### src/sv/gbp_pkg.sv
`timescale 1ns / 1ps
`default_nettype none
// Shared types and codes for the grid breadth-first path finder.
// No dependencies; every other file refers to this package by scoped names.
package gbp_pkg;

    localparam int COORD_W = 3;
    localparam int SIZE_W  = 4;

    typedef logic [COORD_W-1:0] t_coord;
    typedef logic [SIZE_W-1:0]  t_size;

    typedef struct packed {
        t_coord row;
        t_coord col;
    } t_cell;

    typedef enum logic [2:0] {
        ST_STEP      = 3'd0,
        ST_BOUNDS    = 3'd1,
        ST_START_BLK = 3'd2,
        ST_GOAL_BLK  = 3'd3,
        ST_NO_PATH   = 3'd4
    } t_status;

    typedef enum logic [1:0] {
        DIR_UP    = 2'd0,
        DIR_RIGHT = 2'd1,
        DIR_DOWN  = 2'd2,
        DIR_LEFT  = 2'd3
    } t_dir;

    typedef enum logic {
        ACT_LOAD   = 1'b0,
        ACT_SEARCH = 1'b1
    } t_action;

    // register select is byte address bit 2
    typedef enum logic {
        REG_ROWS = 1'b0,
        REG_COLS = 1'b1
    } t_reg;

    typedef enum logic [3:0] {
        S_IDLE,
        S_CHK,
        S_CHK_S,
        S_CHK_G,
        S_INIT,
        S_POP,
        S_DEQ,
        S_NB,
        S_WALK,
        S_WALK_W,
        S_EMIT_RD,
        S_EMIT_WR,
        S_ERR
    } t_state;

    typedef struct packed {
        t_cell pos;
        t_dir  dir;
        logic  back;
    } t_step_req;

    typedef struct packed {
        t_cell pos;
        logic  ok;
    } t_step_rsp;

endpackage

`default_nettype wire

### src/sv/gbp_if.sv
`timescale 1ns / 1ps
`default_nettype none
// Valid/ready channel interfaces for search requests and path results.
// Depends on gbp_pkg.
interface gbp_in_if;
    logic             valid;
    logic             ready;
    logic             action;
    gbp_pkg::t_coord  cell_row;
    gbp_pkg::t_coord  cell_col;
    logic             cell_blocked;
    gbp_pkg::t_coord  start_row;
    gbp_pkg::t_coord  start_col;
    gbp_pkg::t_coord  goal_row;
    gbp_pkg::t_coord  goal_col;

    modport source (output valid, action, cell_row, cell_col, cell_blocked,
                    start_row, start_col, goal_row, goal_col, input ready);
    modport sink   (input valid, action, cell_row, cell_col, cell_blocked,
                    start_row, start_col, goal_row, goal_col, output ready);
endinterface

interface gbp_out_if;
    logic             valid;
    logic             ready;
    gbp_pkg::t_status status;
    gbp_pkg::t_coord  step_row;
    gbp_pkg::t_coord  step_col;
    logic             last;

    modport source (output valid, status, step_row, step_col, last, input ready);
    modport sink   (input valid, status, step_row, step_col, last, output ready);
endinterface

`default_nettype wire

### src/sv/gbp_step_unit.sv
`timescale 1ns / 1ps
`default_nettype none
// Shared neighbor step unit: moves one cell in a direction (or against it)
// and checks the result against the active grid size. Depends on gbp_pkg.
module gbp_step_unit (
    input  var gbp_pkg::t_step_req i_req,
    input  var gbp_pkg::t_size     i_rows,
    input  var gbp_pkg::t_size     i_cols,
    output var gbp_pkg::t_step_rsp o_rsp
);
    gbp_pkg::t_dir eff_dir;
    logic [gbp_pkg::SIZE_W-1:0] nb_row;
    logic [gbp_pkg::SIZE_W-1:0] nb_col;

    // walking back uses the opposite direction
    assign eff_dir = gbp_pkg::t_dir'(i_req.back ? (i_req.dir ^ 2'b10) : i_req.dir);

    always_comb begin
        nb_row = {1'b0, i_req.pos.row};
        nb_col = {1'b0, i_req.pos.col};
        case (eff_dir)
            gbp_pkg::DIR_UP:    nb_row = {1'b0, i_req.pos.row} - 4'd1;
            gbp_pkg::DIR_RIGHT: nb_col = {1'b0, i_req.pos.col} + 4'd1;
            gbp_pkg::DIR_DOWN:  nb_row = {1'b0, i_req.pos.row} + 4'd1;
            gbp_pkg::DIR_LEFT:  nb_col = {1'b0, i_req.pos.col} - 4'd1;
            default: ;
        endcase
    end

    // a step below zero wraps to 4'hF and fails the compare
    assign o_rsp.ok      = (nb_row < i_rows) && (nb_col < i_cols);
    assign o_rsp.pos.row = nb_row[gbp_pkg::COORD_W-1:0];
    assign o_rsp.pos.col = nb_col[gbp_pkg::COORD_W-1:0];

endmodule

`default_nettype wire

### src/sv/grid_bfs_path_finder.sv
`timescale 1ns / 1ps
`default_nettype none
// Grid breadth-first path finder. A load beat (action 0) writes one obstacle
// cell, gives no result and leaves the input ready. A search beat (action 1)
// checks the bounds, the start cell and the goal cell (states S_CHK, S_CHK_S,
// S_CHK_G) and clears the visited marks (S_INIT), then expands the frontier
// one cell at a time: S_POP and S_DEQ dequeue a cell, and S_NB tries its
// neighbors up, right, down, left through one shared step unit; the goal cell
// gets no neighbor step. The path is then walked back from goal, S_WALK and
// S_WALK_W for each cell (S_WALK alone for the start cell), and sent out start
// first, S_EMIT_RD and S_EMIT_WR for each beat. The input stays stalled from
// the accepting edge until a search has put its last beat into the output
// register, also while the receiver holds off. The queue, parent and path
// memories have registered reads, which splits dequeue, walk and emit into a
// read state and a use state. Errors give one beat with last set. Grid size
// registers sit at byte addresses 0 and 4.
// Depends on gbp_pkg, gbp_if and gbp_step_unit.
module grid_bfs_path_finder #(
    parameter int MAX_ROWS = 8,
    parameter int MAX_COLS = 8
) (
    input  var logic        i_clk,
    input  var logic        i_rst_n,
    gbp_in_if.sink          i_in,
    gbp_out_if.source       o_out,
    input  var logic        psel,
    input  var logic        penable,
    input  var logic        pwrite,
    input  var logic [2:0]  paddr,
    input  var logic [31:0] pwdata,
    output var logic [31:0] prdata,
    output var logic        pready
);
    localparam int CELLS = MAX_ROWS * MAX_COLS;
    localparam int CELL_W = (CELLS > 1) ? $clog2(CELLS) : 1;
    localparam int CNT_W = $clog2(CELLS + 1);
    localparam logic [gbp_pkg::SIZE_W-1:0] ROWS_MAX = gbp_pkg::SIZE_W'(MAX_ROWS);
    localparam logic [gbp_pkg::SIZE_W-1:0] COLS_MAX = gbp_pkg::SIZE_W'(MAX_COLS);

    function automatic logic [CELL_W-1:0] cell_idx(input gbp_pkg::t_cell c);
        return CELL_W'(int'(c.row) * MAX_COLS + int'(c.col));
    endfunction

    gbp_pkg::t_state  r_state, n_state;
    gbp_pkg::t_size   r_rows, r_cols;
    gbp_pkg::t_size   rows_sat, cols_sat;
    logic [CELLS-1:0] r_obst;
    logic [CELLS-1:0] r_visited;
    gbp_pkg::t_cell   r_start, r_goal, r_cur;
    gbp_pkg::t_dir    r_dir;
    logic [CNT_W-1:0] r_head, r_tail, r_n;
    gbp_pkg::t_status r_err;

    gbp_pkg::t_cell   queue_mem [CELLS];
    gbp_pkg::t_dir    parent_mem [CELLS];
    gbp_pkg::t_cell   stack_mem [CELLS];
    gbp_pkg::t_cell   r_qdata, r_sdata;
    gbp_pkg::t_dir    r_pdata;

    logic             r_ovalid, r_olast;
    gbp_pkg::t_status r_ostatus;
    gbp_pkg::t_coord  r_orow, r_ocol;

    gbp_pkg::t_step_req step_req;
    gbp_pkg::t_step_rsp step_rsp;
    logic [CELL_W-1:0]  nb_idx, obst_addr, emit_addr;
    logic               obst_bit, nb_take, out_free, in_fire, bounds_ok, walk_more;

    // configuration
    assign pready = 1'b1;
    assign prdata = (gbp_pkg::t_reg'(paddr[2]) == gbp_pkg::REG_COLS) ?
                    {28'd0, r_cols} : {28'd0, r_rows};

    always_ff @(posedge i_clk) begin
        if (!i_rst_n) begin
            r_rows <= 4'd8;
            r_cols <= 4'd8;
        end else if (psel && penable && pwrite) begin
            if (gbp_pkg::t_reg'(paddr[2]) == gbp_pkg::REG_COLS) begin
                r_cols <= pwdata[3:0];
            end else begin
                r_rows <= pwdata[3:0];
            end
        end
    end

    assign rows_sat = (r_rows > ROWS_MAX) ? ROWS_MAX : r_rows;
    assign cols_sat = (r_cols > COLS_MAX) ? COLS_MAX : r_cols;

    // shared step unit
    always_comb begin
        step_req.pos  = r_cur;
        step_req.dir  = r_dir;
        step_req.back = 1'b0;
        if (r_state == gbp_pkg::S_WALK_W) begin
            step_req.dir  = r_pdata;
            step_req.back = 1'b1;
        end
    end

    gbp_step_unit u_step (
        .i_req  (step_req),
        .i_rows (rows_sat),
        .i_cols (cols_sat),
        .o_rsp  (step_rsp)
    );

    assign nb_idx = cell_idx(step_rsp.pos);

    always_comb begin
        case (r_state)
            gbp_pkg::S_CHK_S: obst_addr = cell_idx(r_start);
            gbp_pkg::S_CHK_G: obst_addr = cell_idx(r_goal);
            default:          obst_addr = nb_idx;
        endcase
    end
    assign obst_bit = r_obst[obst_addr];

    assign nb_take = (r_state == gbp_pkg::S_NB) && step_rsp.ok &&
                     !r_visited[nb_idx] && !obst_bit;
    assign bounds_ok = ({1'b0, r_start.row} < rows_sat) && ({1'b0, r_start.col} < cols_sat) &&
                       ({1'b0, r_goal.row} < rows_sat) && ({1'b0, r_goal.col} < cols_sat);
    assign walk_more = (r_cur != r_start) && (r_n < CNT_W'(CELLS - 1));
    assign out_free  = !r_ovalid || o_out.ready;
    assign i_in.ready = (r_state == gbp_pkg::S_IDLE);
    assign in_fire   = i_in.valid && i_in.ready;
    assign emit_addr = r_n[CELL_W-1:0] - CELL_W'(1);

    // next state
    always_comb begin
        n_state = r_state;
        case (r_state)
            gbp_pkg::S_IDLE: begin
                if (in_fire && gbp_pkg::t_action'(i_in.action) == gbp_pkg::ACT_SEARCH) begin
                    n_state = gbp_pkg::S_CHK;
                end
            end
            gbp_pkg::S_CHK:    n_state = bounds_ok ? gbp_pkg::S_CHK_S : gbp_pkg::S_ERR;
            gbp_pkg::S_CHK_S:  n_state = obst_bit ? gbp_pkg::S_ERR : gbp_pkg::S_CHK_G;
            gbp_pkg::S_CHK_G:  n_state = obst_bit ? gbp_pkg::S_ERR : gbp_pkg::S_INIT;
            gbp_pkg::S_INIT:   n_state = gbp_pkg::S_POP;
            gbp_pkg::S_POP:    n_state = (r_head == r_tail) ? gbp_pkg::S_ERR : gbp_pkg::S_DEQ;
            gbp_pkg::S_DEQ:    n_state = (r_qdata == r_goal) ? gbp_pkg::S_WALK : gbp_pkg::S_NB;
            gbp_pkg::S_NB: begin
                if (r_dir == gbp_pkg::DIR_LEFT) begin
                    n_state = gbp_pkg::S_POP;
                end
            end
            gbp_pkg::S_WALK:   n_state = walk_more ? gbp_pkg::S_WALK_W : gbp_pkg::S_EMIT_RD;
            gbp_pkg::S_WALK_W: n_state = gbp_pkg::S_WALK;
            gbp_pkg::S_EMIT_RD: n_state = gbp_pkg::S_EMIT_WR;
            gbp_pkg::S_EMIT_WR: begin
                if (out_free) begin
                    n_state = (r_n == CNT_W'(1)) ? gbp_pkg::S_IDLE : gbp_pkg::S_EMIT_RD;
                end
            end
            gbp_pkg::S_ERR: begin
                if (out_free) begin
                    n_state = gbp_pkg::S_IDLE;
                end
            end
            default: n_state = gbp_pkg::S_IDLE;
        endcase
    end

    always_ff @(posedge i_clk) begin
        if (!i_rst_n) begin
            r_state <= gbp_pkg::S_IDLE;
        end else begin
            r_state <= n_state;
        end
    end

    // obstacle map and visited marks
    always_ff @(posedge i_clk) begin
        if (!i_rst_n) begin
            r_obst <= '0;
        end else if (in_fire && gbp_pkg::t_action'(i_in.action) == gbp_pkg::ACT_LOAD &&
                     int'(i_in.cell_row) < MAX_ROWS && int'(i_in.cell_col) < MAX_COLS) begin
            r_obst[cell_idx({i_in.cell_row, i_in.cell_col})] <= i_in.cell_blocked;
        end
    end

    always_ff @(posedge i_clk) begin
        if (r_state == gbp_pkg::S_INIT) begin
            // clear all marks and set the start cell in one write
            r_visited <= {{(CELLS-1){1'b0}}, 1'b1} << cell_idx(r_start);
        end else if (nb_take) begin
            r_visited[nb_idx] <= 1'b1;
        end
    end

    // search datapath
    always_ff @(posedge i_clk) begin
        if (!i_rst_n) begin
            r_head <= '0;
            r_tail <= '0;
            r_n    <= '0;
        end else begin
            case (r_state)
                gbp_pkg::S_IDLE: begin
                    if (in_fire) begin
                        r_start <= {i_in.start_row, i_in.start_col};
                        r_goal  <= {i_in.goal_row, i_in.goal_col};
                    end
                end
                gbp_pkg::S_CHK:   r_err <= gbp_pkg::ST_BOUNDS;
                gbp_pkg::S_CHK_S: r_err <= gbp_pkg::ST_START_BLK;
                gbp_pkg::S_CHK_G: r_err <= gbp_pkg::ST_GOAL_BLK;
                gbp_pkg::S_INIT: begin
                    r_head <= '0;
                    r_tail <= CNT_W'(1);
                    r_err  <= gbp_pkg::ST_NO_PATH;
                end
                gbp_pkg::S_DEQ: begin
                    r_head <= r_head + CNT_W'(1);
                    r_cur  <= r_qdata;
                    r_dir  <= gbp_pkg::DIR_UP;
                    r_n    <= '0;
                end
                gbp_pkg::S_NB: begin
                    r_dir <= gbp_pkg::t_dir'(r_dir + 2'd1);
                    if (nb_take) begin
                        r_tail <= r_tail + CNT_W'(1);
                    end
                end
                gbp_pkg::S_WALK:   r_n <= r_n + CNT_W'(1);
                gbp_pkg::S_WALK_W: r_cur <= step_rsp.pos;
                gbp_pkg::S_EMIT_WR: begin
                    if (out_free) begin
                        r_n <= r_n - CNT_W'(1);
                    end
                end
                default: ;
            endcase
        end
    end

    // memories: queue, parent directions, path stack
    always_ff @(posedge i_clk) begin
        if (r_state == gbp_pkg::S_INIT) begin
            queue_mem[0] <= r_start;
        end else if (nb_take) begin
            queue_mem[r_tail[CELL_W-1:0]] <= step_rsp.pos;
        end
        r_qdata <= queue_mem[r_head[CELL_W-1:0]];
    end

    always_ff @(posedge i_clk) begin
        if (nb_take) begin
            parent_mem[nb_idx] <= r_dir;
        end
        r_pdata <= parent_mem[cell_idx(r_cur)];
    end

    always_ff @(posedge i_clk) begin
        if (r_state == gbp_pkg::S_WALK) begin
            stack_mem[r_n[CELL_W-1:0]] <= r_cur;
        end
        r_sdata <= stack_mem[emit_addr];
    end

    // output register
    always_ff @(posedge i_clk) begin
        if (!i_rst_n) begin
            r_ovalid <= 1'b0;
        end else if (r_state == gbp_pkg::S_EMIT_WR && out_free) begin
            r_ovalid  <= 1'b1;
            r_ostatus <= gbp_pkg::ST_STEP;
            r_orow    <= r_sdata.row;
            r_ocol    <= r_sdata.col;
            r_olast   <= (r_n == CNT_W'(1));
        end else if (r_state == gbp_pkg::S_ERR && out_free) begin
            r_ovalid  <= 1'b1;
            r_ostatus <= r_err;
            r_orow    <= '0;
            r_ocol    <= '0;
            r_olast   <= 1'b1;
        end else if (o_out.ready) begin
            r_ovalid <= 1'b0;
        end
    end

    assign o_out.valid    = r_ovalid;
    assign o_out.status   = r_ostatus;
    assign o_out.step_row = r_orow;
    assign o_out.step_col = r_ocol;
    assign o_out.last     = r_olast;

    a_head_le_tail: assert property (@(posedge i_clk) disable iff (!i_rst_n)
        r_head <= r_tail)
        else $error("queue head passed tail");

    a_error_is_last: assert property (@(posedge i_clk) disable iff (!i_rst_n)
        o_out.valid && o_out.status != gbp_pkg::ST_STEP |->
            o_out.last && o_out.step_row == '0 && o_out.step_col == '0)
        else $error("error beat not final or not zeroed");

    a_load_single_cycle: assert property (@(posedge i_clk) disable iff (!i_rst_n)
        in_fire && gbp_pkg::t_action'(i_in.action) == gbp_pkg::ACT_LOAD |=> i_in.ready)
        else $error("load beat stalled the input");

    a_start_visited: assert property (@(posedge i_clk) disable iff (!i_rst_n)
        r_state == gbp_pkg::S_POP |-> r_visited[cell_idx(r_start)])
        else $error("start cell not marked visited");

    a_tail_bound: assert property (@(posedge i_clk) disable iff (!i_rst_n)
        r_tail <= CNT_W'(CELLS))
        else $error("queue tail beyond capacity");

endmodule

`default_nettype wire

### src/flat_wrapper.sv
// flat-port wrapper written by rule: the top's interface ports become plain ports
module grid_bfs_path_finder_flat 
#(
    parameter int MAX_ROWS = 8,
    parameter int MAX_COLS = 8
)
  (i_clk, i_rst_n, psel, penable, pwrite, paddr, pwdata, prdata, pready, i_in_valid, i_in_action, i_in_cell_row, i_in_cell_col, i_in_cell_blocked, i_in_start_row, i_in_start_col, i_in_goal_row, i_in_goal_col, i_in_ready, o_out_valid, o_out_status, o_out_step_row, o_out_step_col, o_out_last, o_out_ready);
  gbp_in_if i_in_i ();
  gbp_out_if o_out_i ();
  input  var logic i_clk;
  input  var logic i_rst_n;
  input  var logic psel;
  input  var logic penable;
  input  var logic pwrite;
  input  var logic [2:0] paddr;
  input  var logic [31:0] pwdata;
  output var logic [31:0] prdata;
  output var logic pready;
  input wire logic [$bits(i_in_i.valid)-1:0] i_in_valid;
  input wire logic [$bits(i_in_i.action)-1:0] i_in_action;
  input wire logic [$bits(i_in_i.cell_row)-1:0] i_in_cell_row;
  input wire logic [$bits(i_in_i.cell_col)-1:0] i_in_cell_col;
  input wire logic [$bits(i_in_i.cell_blocked)-1:0] i_in_cell_blocked;
  input wire logic [$bits(i_in_i.start_row)-1:0] i_in_start_row;
  input wire logic [$bits(i_in_i.start_col)-1:0] i_in_start_col;
  input wire logic [$bits(i_in_i.goal_row)-1:0] i_in_goal_row;
  input wire logic [$bits(i_in_i.goal_col)-1:0] i_in_goal_col;
  output wire logic [$bits(i_in_i.ready)-1:0] i_in_ready;
  output wire logic [$bits(o_out_i.valid)-1:0] o_out_valid;
  output wire logic [$bits(o_out_i.status)-1:0] o_out_status;
  output wire logic [$bits(o_out_i.step_row)-1:0] o_out_step_row;
  output wire logic [$bits(o_out_i.step_col)-1:0] o_out_step_col;
  output wire logic [$bits(o_out_i.last)-1:0] o_out_last;
  input wire logic [$bits(o_out_i.ready)-1:0] o_out_ready;
  assign i_in_i.valid = i_in_valid;
  assign i_in_i.action = i_in_action;
  assign i_in_i.cell_row = i_in_cell_row;
  assign i_in_i.cell_col = i_in_cell_col;
  assign i_in_i.cell_blocked = i_in_cell_blocked;
  assign i_in_i.start_row = i_in_start_row;
  assign i_in_i.start_col = i_in_start_col;
  assign i_in_i.goal_row = i_in_goal_row;
  assign i_in_i.goal_col = i_in_goal_col;
  assign i_in_ready = i_in_i.ready;
  assign o_out_valid = o_out_i.valid;
  assign o_out_status = o_out_i.status;
  assign o_out_step_row = o_out_i.step_row;
  assign o_out_step_col = o_out_i.step_col;
  assign o_out_last = o_out_i.last;
  assign o_out_i.ready = o_out_ready;
  grid_bfs_path_finder #(.MAX_ROWS(MAX_ROWS), .MAX_COLS(MAX_COLS)) u_core (.i_clk(i_clk), .i_rst_n(i_rst_n), .i_in(i_in_i), .o_out(o_out_i), .psel(psel), .penable(penable), .pwrite(pwrite), .paddr(paddr), .pwdata(pwdata), .prdata(prdata), .pready(pready));
endmodule
### config.mk
export PLATFORM = sky130hd
export DESIGN_NAME = grid_bfs_path_finder_flat
export DESIGN_NICKNAME = d
export VERILOG_FILES = /design/src/sv/gbp_pkg.sv /design/src/sv/gbp_if.sv /design/src/sv/gbp_step_unit.sv /design/src/sv/grid_bfs_path_finder.sv /design/src/flat_wrapper.sv
export SDC_FILE = /design/constraint.sdc
export NUM_CORES = 1
export LEC_CHECK = 0
export ABC_AREA = 1
export BUFFER_PORTS_ARGS = -buffer_cell sky130_fd_sc_hd__buf_2
export CAP_MARGIN = 10
export CORE_ASPECT_RATIO = 0.8
export CORE_MARGIN = 2
export CORE_UTILIZATION = 30
export CTS_CLUSTER_SIZE = 14
export DETAILED_ROUTE_END_ITERATION = 7
export GPL_ROUTABILITY_DRIVEN = 1
export PLACE_DENSITY = 0.47
export SLEW_MARGIN = 5
export SYNTH_ARGS = -nofsm -noshare
export SYNTH_HDL_FRONTEND = slang
export SYNTH_SLANG_ARGS = --single-unit
### constraint.sdc
create_clock -name i_clk -period 9.56 [get_ports i_clk]
set_input_delay 1.434 -clock i_clk [delete_from_list [all_inputs] [get_ports i_clk]]
set_output_delay 1.434 -clock i_clk [all_outputs]
set_load 0.03 [all_outputs]
# [Word-level counts from Yosys, hierarchy flattened]
# Memories as Yosys holds them, arrays and structs flattened. A register that Yosys moved wholly into a read port is not among the register bits.
# Index checks and enable logic that the tools add are counted.
[word_totals] regBits=195 ramBits=896 mem_count=3 output_inout_bits=45 word_cells=185 inputBits=62
[op_classes] n_shift=1 addsub=15 n_mux=59 eq_ne=25 n_reduce_logical=43 order_cmp=14 n_bitwise=4
[mem_list] name="u_core.queue_mem" depth=64 width=6 rd=1 rd_ports_with_merged_regs=1 wr=1 line="grid_bfs_path_finder.sv:54" text="gbp_pkg::t_cell queue_mem [CELLS];"
[mem_list] name="u_core.stack_mem" depth=64 width=6 rd=1 rd_ports_with_merged_regs=1 wr=1 line="grid_bfs_path_finder.sv:56" text="gbp_pkg::t_cell stack_mem [CELLS];"
[mem_list] name="u_core.parent_mem" depth=64 width=2 rd=1 rd_ports_with_merged_regs=1 wr=1 line="grid_bfs_path_finder.sv:55" text="gbp_pkg::t_dir parent_mem [CELLS];"
[ops] op="64-bit two-way mux" n=2
[ops] op="64-bit bitwise mux" n=1
[ops] op="64-bit bitwise OR" n=1
[ops] op="1-bit by 6-bit left shift with 64-bit output, first input constant" n=1
[ops] op="4-bit two-way mux" n=13
[ops] op="4-bit one-hot mux with 13 select lines" n=1
[ops] op="6-bit by 3-bit adder with 6-bit output" n=5
[ops] op="7-bit one-hot mux with 2 select lines" n=2
[ops] op="6-bit one-hot mux with 2 select lines" n=2
[ops] op="7-bit by 1-bit adder with 7-bit output, second input constant" n=3
[ops] op="6-bit by 7-bit < comparator with 1-bit output, second input constant" n=3
[ops] op="7-bit one-hot mux with 3 select lines" n=1
[ops] op="4-bit == test, second input constant" n=5
[ops] op="1-bit two-way mux" n=18
[ops] op="1-bit logical AND" n=17
[ops] op="4-bit by 3-bit == test with 1-bit output, second input constant" n=4
[ops] op="3-bit by 4-bit < comparator with 1-bit output" n=4
[ops] op="4-bit one-hot mux with 2 select lines" n=2
[ops] op="2-bit AND reduction" n=8
[ops] op="3-bit two-way mux" n=5
[ops] op="7-bit two-way mux" n=2
[ops] op="1-bit binary-select mux with 6-bit select" n=2
[ops] op="1-bit demux with 6-bit select" n=2
[ops] op="6-bit by 1-bit greater-or-equal comparator with 1-bit output, second input constant" n=2
[ops] op="other kinds (33)" n=55

# [Logic depth before layout (Yosys ltp)]
# Gate-level depths: netlist of the first run.
[logic_depth] depth_word=17 ltp_mapped=29 depth_no_buf=28

# [Modules after synthesis]
# Synthesis of the first run repeated with hierarchy kept, for this count alone.
[hier_totals] cells_unflattened=4271 area_unflattened_um2=48348.9
[by_module_without_submodules] module="grid_bfs_path_finder" cells_per_inst=4186 seq_area_each_um2=32060.7 area_each_um2=47867.2 instances=1
[by_module_without_submodules] module="gbp_step_unit" cells_per_inst=85 seq_area_each_um2=0.0 area_each_um2=481.7 instances=1

# [Worst setup path before layout of the first run]
# Ideal clock, no wire load.
[synth_timing] path_kind="register -> register" from="register u_core.r_cur[3] (netlist bit)" to="memory u_core.queue_mem[0][0] (netlist bit) (data pin)" setup_ps=702 path_stages_with_launch=19 slack_ps=2405 n_path_buf=4 arrival_time_ps=6453 cell_sequence="edfxtp_1 -> clkbuf_1 -> inv_1 -> buf_1 -> fa_1 -> or2_1 -> o21ai_2 -> ha_1 -> a21oi_1 -> o21ai_1 -> a21oi_1 -> nand2_1 -> nor2_1 -> nand3_1 -> nor2_4 -> nand2_4 -> buf_6 -> buf_4 -> o21ai_0"
[synth_between] elab_chain_cells=13 elab_cells_between_ends=21 classes_between="add/sub (3); order compare (1); mux (10); reduce/logical (7)"
[synth_lines] item="start: declaration" line="grid_bfs_path_finder.sv:49" text="gbp_pkg::t_cell r_start, r_goal, r_cur;"
[synth_lines] item="start signal: assignment" line="grid_bfs_path_finder.sv:217" text="r_cur <= r_qdata;"
[synth_lines] item="start signal: assignment" line="grid_bfs_path_finder.sv:228" text="gbp_pkg::S_WALK_W: r_cur <= step_rsp.pos;"
[synth_lines] item="3-bit by 1-bit adder with 4-bit output or 3-bit by 1-bit subtractor with 4-bit output (tied branches)" line="gbp_step_unit.sv:24, gbp_step_unit.sv:22"
[synth_lines] item="4-bit one-hot mux with 2 select lines *" line="gbp_step_unit.sv:21" text="case (eff_dir)"
[synth_lines] item="6-bit by 3-bit adder with 6-bit output" line="grid_bfs_path_finder.sv:41" text="return CELL_W'(int'(c.row) * MAX_COLS + int'(c.col));"
[synth_lines] item="6-bit one-hot mux with 2 select lines or 1-bit binary-select mux with 6-bit select (tied branches)" line="grid_bfs_path_finder.sv:111, grid_bfs_path_finder.sv:120"
[synth_lines] item="1-bit binary-select mux with 6-bit select or 1-bit two-way mux (tied branches)" line="grid_bfs_path_finder.sv:117, grid_bfs_path_finder.sv:120"
[synth_lines] item="1-bit two-way mux (implied by the code) or 1-bit zero test (tied branches)" line="grid_bfs_path_finder.sv:117, grid_bfs_path_finder.sv:120"
[synth_lines] item="1-bit zero test or 1-bit logical AND (tied branches)" line="grid_bfs_path_finder.sv:120, grid_bfs_path_finder.sv:119"
[synth_lines] item="1-bit logical AND *" line="grid_bfs_path_finder.sv:120" text="!r_visited[nb_idx] && !obst_bit;"
[synth_lines] item="1-bit two-way mux *" line="grid_bfs_path_finder.sv:243" text="end else if (nb_take) begin"
[synth_lines] item="1-bit two-way mux *" line="grid_bfs_path_finder.sv:241" text="if (r_state == gbp_pkg::S_INIT) begin"
[synth_lines] item="1-bit two-way mux (implied by the code) *" line="grid_bfs_path_finder.sv:244" text="queue_mem[r_tail[CELL_W-1:0]] <= step_rsp.pos;"
[synth_lines] item="6-bit OR reduction (no line) *"
[synth_lines] item="6-bit two-way mux (no line) *"
[synth_lines] item="end: declaration" line="grid_bfs_path_finder.sv:54"
# Every way passes the cells marked *; elsewhere a longest branch is shown, timed or not. The select of a mux whose other input is x is not followed.

# [Final worst setup path of the first run]
[layout_timing] from="register u_core.r_state[0]" to="memory u_core.queue_mem[2][3] (netlist bit) (enable)"
[layout_between] elab_chain_cells=17 elab_cells_between_ends=36 classes_between="add/sub (1); order compare (2); eq/ne (8); mux (16); bitwise (1); reduce/logical (8)"
[layout_lines] item="start: declaration" line="grid_bfs_path_finder.sv:44" text="gbp_pkg::t_state r_state, n_state;"
[layout_lines] item="start signal: assignment" line="grid_bfs_path_finder.sv:168" text="r_state <= gbp_pkg::S_IDLE;"
[layout_lines] item="start signal: assignment" line="grid_bfs_path_finder.sv:170" text="r_state <= n_state;"
[layout_lines] item="4-bit == test" line="grid_bfs_path_finder.sv:95" text="if (r_state == gbp_pkg::S_WALK_W) begin"
[layout_lines] item="3-bit two-way mux" line="grid_bfs_path_finder.sv:95"
[layout_lines] item="1-bit NOT (no line)"
[layout_lines] item="2-bit two-way mux" line="gbp_step_unit.sv:16" text="assign eff_dir = gbp_pkg::t_dir'(i_req.back ? (i_req.dir ^ 2'b10) : i_req.dir);"
[layout_lines] item="2-bit == test, or another cell as far along" line="gbp_step_unit.sv:21"
[layout_lines] item="4-bit one-hot mux with 2 select lines" line="gbp_step_unit.sv:21"
[layout_lines] item="6-bit by 3-bit adder with 6-bit output" line="grid_bfs_path_finder.sv:41"
[layout_lines] item="6-bit one-hot mux with 2 select lines or 1-bit binary-select mux with 6-bit select (tied branches)" line="grid_bfs_path_finder.sv:111, grid_bfs_path_finder.sv:120"
[layout_lines] item="1-bit binary-select mux with 6-bit select or 1-bit two-way mux (tied branches)" line="grid_bfs_path_finder.sv:117, grid_bfs_path_finder.sv:120"
[layout_lines] item="1-bit two-way mux (implied by the code) or 1-bit zero test (tied branches)" line="grid_bfs_path_finder.sv:117, grid_bfs_path_finder.sv:120"
[layout_lines] item="1-bit zero test or 1-bit logical AND (tied branches)" line="grid_bfs_path_finder.sv:120, grid_bfs_path_finder.sv:119"
[layout_lines] item="1-bit logical AND" line="grid_bfs_path_finder.sv:120"
[layout_lines] item="1-bit two-way mux" line="grid_bfs_path_finder.sv:243"
[layout_lines] item="1-bit two-way mux" line="grid_bfs_path_finder.sv:241"
[layout_lines] item="1-bit two-way mux (implied by the code)" line="grid_bfs_path_finder.sv:244"
[layout_lines] item="6-bit OR reduction (no line)"
[layout_lines] item="6-bit two-way mux (no line) or 1-bit two-way mux (tied branches)"
# Several ways; a longest one is shown, not always the timed one. The select of a mux whose other input is x is not followed.

==> flow_metrics.py, run 1 <==
metrics = {
    "setup_path": {
        "path_class": "reg2reg",
        "cp_num_cells": 25,
        "crit_buf_inv": 3,
        "critPathSlowestCell": "nor2_1",
        "cp_top_family": "simple AND/OR/NAND/NOR gates",
        "critPathMaxStageDelay_ns": 0.81,
        "critPathCaptureType": "flop",
        "startpoint_type": "flop",
        "path_common_cell": "nand3_1",
        "reg2regPathDepth": 25,
        "worstPathMaxFanout": 21,
        "critical_path_required_ns": 9.94,
        "arrival_ns": 6.99,
    },
    "synthesis": {
        "ys_warn_count": 0,
        "avgSynthCellArea_um2": 11.06,
        "synth_ff_type": "edfxtp_1",
        "synthCells": 4354,
        "ys_ff_latch": 1105,
        "synth_sequential_area_ratio_pct": 66.56,
        "synth-edff-count": 993,
        "ys_types": 58,
        "syn_area_mm2": 0.04817,
        "async_flop_share_pct": 0,
    },
    "finish": {
        "syn_to_final_growth_pct": 12.36,
        "drive_above_1_share_pct": 7.487,
        "multi_input_area_mm2": 0.01418,
        "ff_latch_area_mm2": 0.03207,
        "num_antenna_cells": 0,
        "fin_cells": 6522,
        "nFillCells": 15950,
        "final_cell_area_mm2": 0.05412,
        "nets": 4380,
    },
    "status": {
        "status": "finished clean",
    },
    "clock_tree": {
        "hold_buffers": 0,
        "htreeDepth": 3,
        "cts_tree": "yes",
        "cts_sinks": 1105,
        "clk_latency_ns": 0.77,
        "cts_buffers": 117,
        "postCtsSetupBuffers": 0,
        "root_buffer": "clkbuf_16",
        "clk_pin_slew_worst_paths_ns": 0.07,
        "post_cts_resized": 0,
        "cts_max_path_buffers": 3,
    },
    "floorplanning": {
        "fp-row-count": 131,
        "die_y_um": 362.4,
        "die_area_mm2": 0.1638,
        "ios": 107,
        "start_util_pct": 30.20,
        "fp.dieW_um": 452.0,
        "core_area_mm2": 0.1595,
    },
    "sta": {
        "fin_tns_setup_ns": 0,
        "rsz0062_at_grt": "no",
        "fmax_ghz": 0.1513,
        "final.period_utilization_pct": 69.15,
        "slew_headroom_pct": 27.09,
        "setup_violations": 0,
        "hold_viol": 0,
        "slew_violations": 0,
        "tightest_slew_ns": 1.080,
        "worst_slack_ns": 2.950,
        "fin_skew_ns": 0.08421,
        "finalCriticalPeriod_ns": 6.610,
    },
    "pwr": {
        "sw_frac_of_total_pct": 26.01,
        "ir_drop_uv": 163.8,
        "p_seq_share_pct": 48.7,
        "pwr-share-clk_pct": 41.0,
        "power_switching_mw": 2.896,
        "pwr-share-comb_pct": 10.3,
        "power.leakage_nw": 17.59,
        "p_int_mw": 8.236,
        "powerDensity_mw_per_mm2": 205.7,
        "total_power_mw": 11.13,
    },
    "place": {
        "post-place-cells": 6304,
        "dp_hpwl_um": 85750,
        "portBuffers": 47,
        "place_congestion": 0.8379,
        "pre_cts_slack_ns": 3.067,
        "placed_cell_area_mm2": 0.05032,
    },
    "global_route": {
        "antenna_found_initial": 4,
        "globalRouteOverflowTotal": 0,
        "grt_pass1_wl_um": 214100,
        "grt_pass1_vias": 32010,
        "grt_usage_pct": 17.18,
        "grt_max_degree": 91,
    },
    "routing": {
        "viasPerCell": 5.137,
        "dr.pass1.iters": 6,
        "vias": 33500,
        "drt_iter0_markers": 3494,
        "drc": 0,
        "wire_per_inst_um": 21.96,
        "final_antenna_net_count": 0,
        "wirelength_um": 143200,
    },
    "hold_path": {
        "hold_depth": 2,
        "min_path_type": "reg2reg",
    },
    "job": {
        "timing.max_cap.violations": 0,
    },
}
==> per-layer routing <==
metal / track usage [%] / share of wire (%) / vias up
li1: - / - / 15660
met3: 2.356 / 5.5 / 180
met2: 25.58 / 44 / 1006
met4: 4.676 / 2.5 / 0
met5: 0 / 0 / -
met1: 25.94 / 48 / 16650
==> synthesized netlist by cell type, types with 22 or more instances <==
cell	number	area, um2
inv_1	186	698.2
nor2_1	863	3239
buf_4	36	270.3
nor3_1	84	420.4
edfxtp_1	993	29820
nand2_1	346	1299
ha_1	22	275.3
o21ai_0	646	3233
clkbuf_1	234	878.3
dfxtp_1	112	2242
a21oi_1	99	495.5
o221ai_1	84	735.7
mux2i_1	36	360.4
o32ai_1	63	551.8
o22ai_1	110	688.2
o211ai_1	64	480.5
nand3_1	167	835.8
==> cell usage in the layout, fill, tap and decap left out, types with 7 or more instances in the layout <==
| cell type | count |
|---|---|
| dfxtp_1 | 108 |
| o21ai_0 | 640 |
| xor2_1 | 12 |
| buf_4 | 53 |
| conb_1 | 29 |
| inv_2 | 13 |
| nand3_1 | 167 |
| a21oi_1 | 99 |
| o32ai_1 | 63 |
| o22ai_1 | 110 |
| o221ai_1 | 84 |
| mux2i_1 | 36 |
| clkinv_1 | 30 |
| o211ai_1 | 64 |
| ha_1 | 21 |
| bufinv_16 | 11 |
| nand2_1 | 345 |
| edfxtp_1 | 993 |
| o211a_1 | 16 |
| inv_1 | 181 |
| o21ai_1 | 11 |
| buf_2 | 47 |
| a31oi_1 | 9 |
| o311a_1 | 7 |
| clkbuf_16 | 117 |
| clkinv_2 | 14 |
| a211oi_1 | 10 |
| nand4_1 | 17 |
| nand2_2 | 9 |
| clkbuf_1 | 37 |
| nor2_1 | 863 |
| nor3_1 | 84 |
| nand3_4 | 7 |
==> area by class of cell <==
class / instances / share of cell area, %
multi-input combinational: 2768 / 26.21
timing repair buffer: 100 / 1.170
inverter: 203 / 1.417
tap: 2128 / 4.920
clock inverter: 59 / 1.232
clock buffer: 159 / 5.794
sequential: 1105 / 59.26
==> final timing paths <==
check / endpoint / from / slack, ns
max: u_core.queue_mem[2][3] / u_core.r_state[0] / 2.95
min reg2reg: u_core.r_obst[9] / u_core.r_obst[9] / 0.46
max reg2reg: u_core.queue_mem[2][3] / u_core.r_state[0] / 2.95
min: u_core.r_obst[9] / u_core.r_obst[9] / 0.46
==> flip-flops by register name (all words and copies together), names as in the netlist, 7 cells and up <==
name and cells:
u_core.queue_mem 384, u_core.r_tail 7, u_core.r_visited 64, u_core.r_head 7, u_core.r_obst 64, u_core.r_n 7
u_core.stack_mem 384, u_core.parent_mem 128
==> worst register-to-register path, stage by stage (launching register included) <==
cell and delay (ns):
dfxtp_1 0.53, inv_1 0.12, nor2_2 0.13, nand2_1 0.31, nand2_2 0.22, nand2_4 0.15, nand2_1 0.15, nand2_1 0.06
nand2_1 0.05, inv_1 0.04, ha_1 0.26, nand2_1 0.10, nand3_1 0.09, nand2_2 0.42, inv_2 0.31, nand3_1 0.16
nand2_1 0.07, nand3_1 0.08, nand3_1 0.09, nand3_1 0.12, nand3_1 0.33, nand2_2 0.28, nand2_4 0.33, nor2_2 0.25
nand3_1 0.74, nor2_1 0.81
==> stage by stage <==
step	utilization, %	hold WS, ns
after detailed placement	31.55	0.4461
after global routing	33.94	0.4836
after CTS	33.94	0.4568
final	33.94	0.4587
after floorplan	-	0.4297
after global placement	31.55	0.4435
==> kinds of logic (layout without fill, tap and decap cells) <==
logic type               count (synthesis)  count (layout)  share of synthesized area (%)
AO/OA/AOI/OAI                         1141            1141                          14.12
XOR/XNOR                                20              20                         0.3793
adder cells (fa/ha/maj)                 23              23                         0.6130
buffers and inverters                  508             521                          4.413
flip-flops                            1105            1105                          66.56
multiplexers                            36              36                         0.7481
other                                    2              29                        0.01559
AND/OR/NAND/NOR                       1519            1519                          13.15
==> power groups by stage <==
stage	sequential [mW]	clock (mW)	combinational (mW)
floorplan	5.49	0	0.732
global placement	5.52	0	1.15
detailed placement	5.52	0	1.15
CTS	5.42	4.68	1.15
global route	5.43	4.85	1.25
finish	5.42	4.57	1.14
No activity file was read; power rests on OpenSTA's default activity.
==> run 2: changes to the inputs <==
Settings changed: ABC_AREA 1 to 0.
Clock period 9.56 ns to 6.35 ns, I/O delays scaled along.
==> run 2 against run 1 <==
  * Register-to-register slack worse by 2.6 ns
  * Final cell count is 20% lower
  * Die area down 0.86%
  * Sequential power up 48%
  * Sequential cell count unchanged
  * Critical path depth down 8
  * Fmax grew 10%
  * Count of clock-buffer cells in the layout decreased by 17
  * Power increased by 44%
  * Clock skew shrank 0.0049 ns
  * Largest power group unchanged
  * Synthesized cell count fell by 33%
  * Via count fell by 19%
==> flow_metrics.py, run 2 <==
metrics = {
    "status": {
        "status": "finished clean",
    },
    "setup_path": {
        "critPathMaxStageDelay_ns": 0.56,
        "path_common_cell": "buf_4",
        "crit_buf_inv": 3,
        "r2r_slack_ns": 0.36,
        "critical_path_required_ns": 6.74,
        "crit_chain": "and4bb_1, mux2i_4, nor2_1, xor2_1, ha_1, and2_1, mux2i_1, a31oi_4, buf_4, mux4_2, mux2i_1, o211ai_1, nand4_2, nand2_4, buf_4, mux2_2, buf_4",
        "r2r-end": "u_core.queue_mem[30][2]",
        "worstPathMaxFanout": 64,
        "critPathSlowestCell": "buf_4",
        "reg2regPathDepth": 17,
        "arrival_ns": 6.37,
        "cp_top_family": "simple AND/OR/NAND/NOR gates",
        "r2r-start": "u_core.r_state[1]",
        "critPathCaptureType": "flop",
        "startpoint_type": "flop",
        "path_class": "reg2reg",
    },
    "clock_tree": {
        "clk_pin_slew_worst_paths_ns": 0.06,
        "post_cts_resized": 0,
        "postCtsSetupBuffers": 0,
        "hold_buffers": 0,
        "clk_latency_ns": 0.77,
        "root_buffer": "clkbuf_16",
        "cts_buffers": 113,
        "cts_max_path_buffers": 3,
        "cts_sinks": 1105,
        "cts_tree": "yes",
        "htreeDepth": 3,
    },
    "pwr": {
        "sw_frac_of_total_pct": 23.23,
        "p_int_mw": 12.32,
        "power.leakage_nw": 16.83,
        "pwr-share-comb_pct": 6.9,
        "power_switching_mw": 3.729,
        "pwr-share-clk_pct": 43.1,
        "p_seq_share_pct": 50.0,
        "powerDensity_mw_per_mm2": 293.3,
        "total_power_mw": 16.05,
        "ir_drop_uv": 224.1,
    },
    "hold_path": {
        "min_path_type": "in2reg",
        "hp-start": "i_in_start_col[1]",
        "hold_depth": 1,
        "hold_end": "u_core.r_start[1]",
    },
    "routing": {
        "wirelength_um": 131500,
        "wire_per_inst_um": 25.17,
        "drc": 0,
        "final_antenna_net_count": 0,
        "drt_iter0_markers": 3110,
        "viasPerCell": 5.193,
        "vias": 27130,
        "dr.pass1.iters": 6,
    },
    "sta": {
        "slew_violations": 0,
        "hold_ws_ns": 0.3858,
        "setup_violations": 0,
        "worst_slack_ns": 0.3647,
        "tightest_slew_ns": 1.313,
        "fmax_ghz": 0.1671,
        "slew_headroom_pct": 11.85,
        "finalCriticalPeriod_ns": 5.985,
        "final.period_utilization_pct": 94.26,
        "fin_tns_setup_ns": 0,
        "hold_viol": 0,
        "fin_skew_ns": 0.07934,
        "rsz0062_at_grt": "no",
    },
    "finish": {
        "final_cell_mix": "993 x edfxtp_1, 307 x mux4_2, 187 x nor2_1, 187 x nand2_1, 113 x clkbuf_16",
        "postLayoutCoreUtil_pct": 34.73,
        "final_common_cell": "edfxtp_1",
        "nets": 3097,
        "drive_above_1_share_pct": 23.60,
        "syn_to_final_growth_pct": 14.63,
    },
    "floorplanning": {
        "die_y_um": 360.8,
        "die_area_mm2": 0.1624,
        "ios": 107,
        "fp-row-count": 130,
        "core_area_mm2": 0.1576,
        "fp.dieW_um": 450.0,
        "start_util_pct": 30.30,
    },
    "place": {
        "pre_cts_slack_ns": 0.4625,
        "place_congestion": 0.8865,
        "dp_hpwl_um": 82620,
        "portBuffers": 47,
    },
    "synthesis": {
        "yosysTopAreaCellShare_pct": 62.45,
        "syn_area_mm2": 0.04775,
        "synthCells": 2932,
        "synth_mux_area_share_pct": 16.11,
        "synth-compound-area-share_pct": 5.448,
        "avgSynthCellArea_um2": 16.29,
        "synth_sequential_area_ratio_pct": 67.14,
        "synth_ff_type": "edfxtp_1",
        "synth_area_leaders": "edfxtp_1 62%, mux4_2 14%, dfxtp_1 4.7%",
        "ys_ff_latch": 1105,
        "ys_types": 79,
        "ys_warn_count": 0,
        "yosys.area_share.adder_pct": 0.6184,
        "synth_commonest_cells": "993 x edfxtp_1, 307 x mux4_2, 189 x nand2_1",
        "yosys.area.top_type": "edfxtp_1",
        "synth_most_common_cell": "edfxtp_1",
        "synth-xor-area-share_pct": 0.7101,
        "synth_top_family_by_area": "multiplexers",
        "async_flop_share_pct": 0,
        "synth-edff-count": 993,
        "yosys.area_share.simple_pct": 7.562,
    },
    "global_route": {
        "grt_pass1_vias": 26560,
        "antenna_found_initial": 18,
        "grt_usage_pct": 15.91,
        "grt_pass1_wl_um": 191400,
        "grt_max_degree": 115,
        "globalRouteOverflowTotal": 0,
    },
    "job": {
        "timing.max_cap.violations": 0,
    },
}
-- run 2: changes by cell type after synthesis, sizes merged, moves of 62 or more --
| cell | before | now |
|---|---|---|
| o21ai | 658 | 65 |
| nand2 | 359 | 189 |
| nand3 | 177 | 87 |
| nor2 | 874 | 187 |
| a21boi | 1 | 70 |
| clkbuf | 234 | 139 |
| o221ai | 85 | 4 |
| inv | 197 | 26 |
| mux4 | 0 | 307 |
| o32ai | 63 | 1 |
-- run 2: logic make-up (layout without fill, tap and decap cells) --
family	count (synthesis)	count (layout)
and+or+nand+nor	731	731
xor gates and xnor gates	37	37
adders and majority gates	23	23
DFF	1105	1105
other	2	30
buffers and inverters	254	405
muxes	380	380
AOI/OAI and AO/OA	400	400
-- run 2: layer usage --
layer | global-route usage (%) | wire length (um) | vias to the layer above | part of all wire (%)
li1 | - | - | 11890 | -
met1 | 24.84 | 64130 | 14170 | 49
met2 | 22.64 | 56590 | 888 | 43
met3 | 2.991 | 8190 | 170 | 6.2
met4 | 3.553 | 2561 | 0 | 1.9
met5 | 0 | 0 | - | 0
-- run 2: final cells by class --
type / count / area, um2
clock inverter: 71 / 828.3
tap: 2112 / 2643
inverter: 27 / 101.3
antenna: 1 / 2.502
clock buffer: 142 / 3027
sequential: 1105 / 32070
fill: 14900 / 102900
timing repair buffer: 165 / 1181
multi-input combinational: 1600 / 14880
-- run 2: power groups by stage --
| stage | Clock [mW] | Sequential, mW | Combinational [mW] |
|---|---|---|---|
| final | 6.92 | 8.02 | 1.11 |
| after CTS | 7.09 | 8.02 | 1.12 |
| after detailed placement | 0 | 8.18 | 1.12 |
| after global placement | 0 | 8.18 | 1.11 |
| after global routing | 7.37 | 8.02 | 1.19 |
| after floorplan | 0 | 8.15 | 0.710 |
-- run 2: how the worst max path moves through the flow --
stage	end	startpoint	depth (start not counted)	slack [ns]
after CTS	u_core.queue_mem[47][4]	u_core.r_state[1]	17	0.39
after floorplan	u_core.queue_mem[0][5]	u_core.r_dir[0]	21	0.03
after global placement	u_core.parent_mem[31][0]	u_core.r_state[1]	17	0.50
after detailed placement	u_core.queue_mem[55][3]	u_core.r_state[1]	17	0.46
after global routing	u_core.queue_mem[27][3]	u_core.r_state[1]	17	0.02
final	u_core.queue_mem[30][2]	u_core.r_state[1]	17	0.36
-- run 2: stage by stage --
stage / cells / instance area [um2]
3_3_place_gp: 5008 / 50870
5_1_grt: 5223 / 54730
6_report: 5223 / 54730
3_5_place_dp: 5008 / 50870
4_1_cts: 5221 / 54720
2_1_floorplan: 2959 / 47980
-- run 2: worst reg2reg max path: cells and delay by family (launching register included) --
kind,cells,cell delay (ns)
XOR/XNOR,1,0.15
multiplexers,5,1.33
adder cells (fa/ha/maj),1,0.36
flip-flops,1,0.31
AO/OA/AOI/OAI,2,0.68
AND/OR/NAND/NOR,5,1.49
buffers and inverters,3,1.24
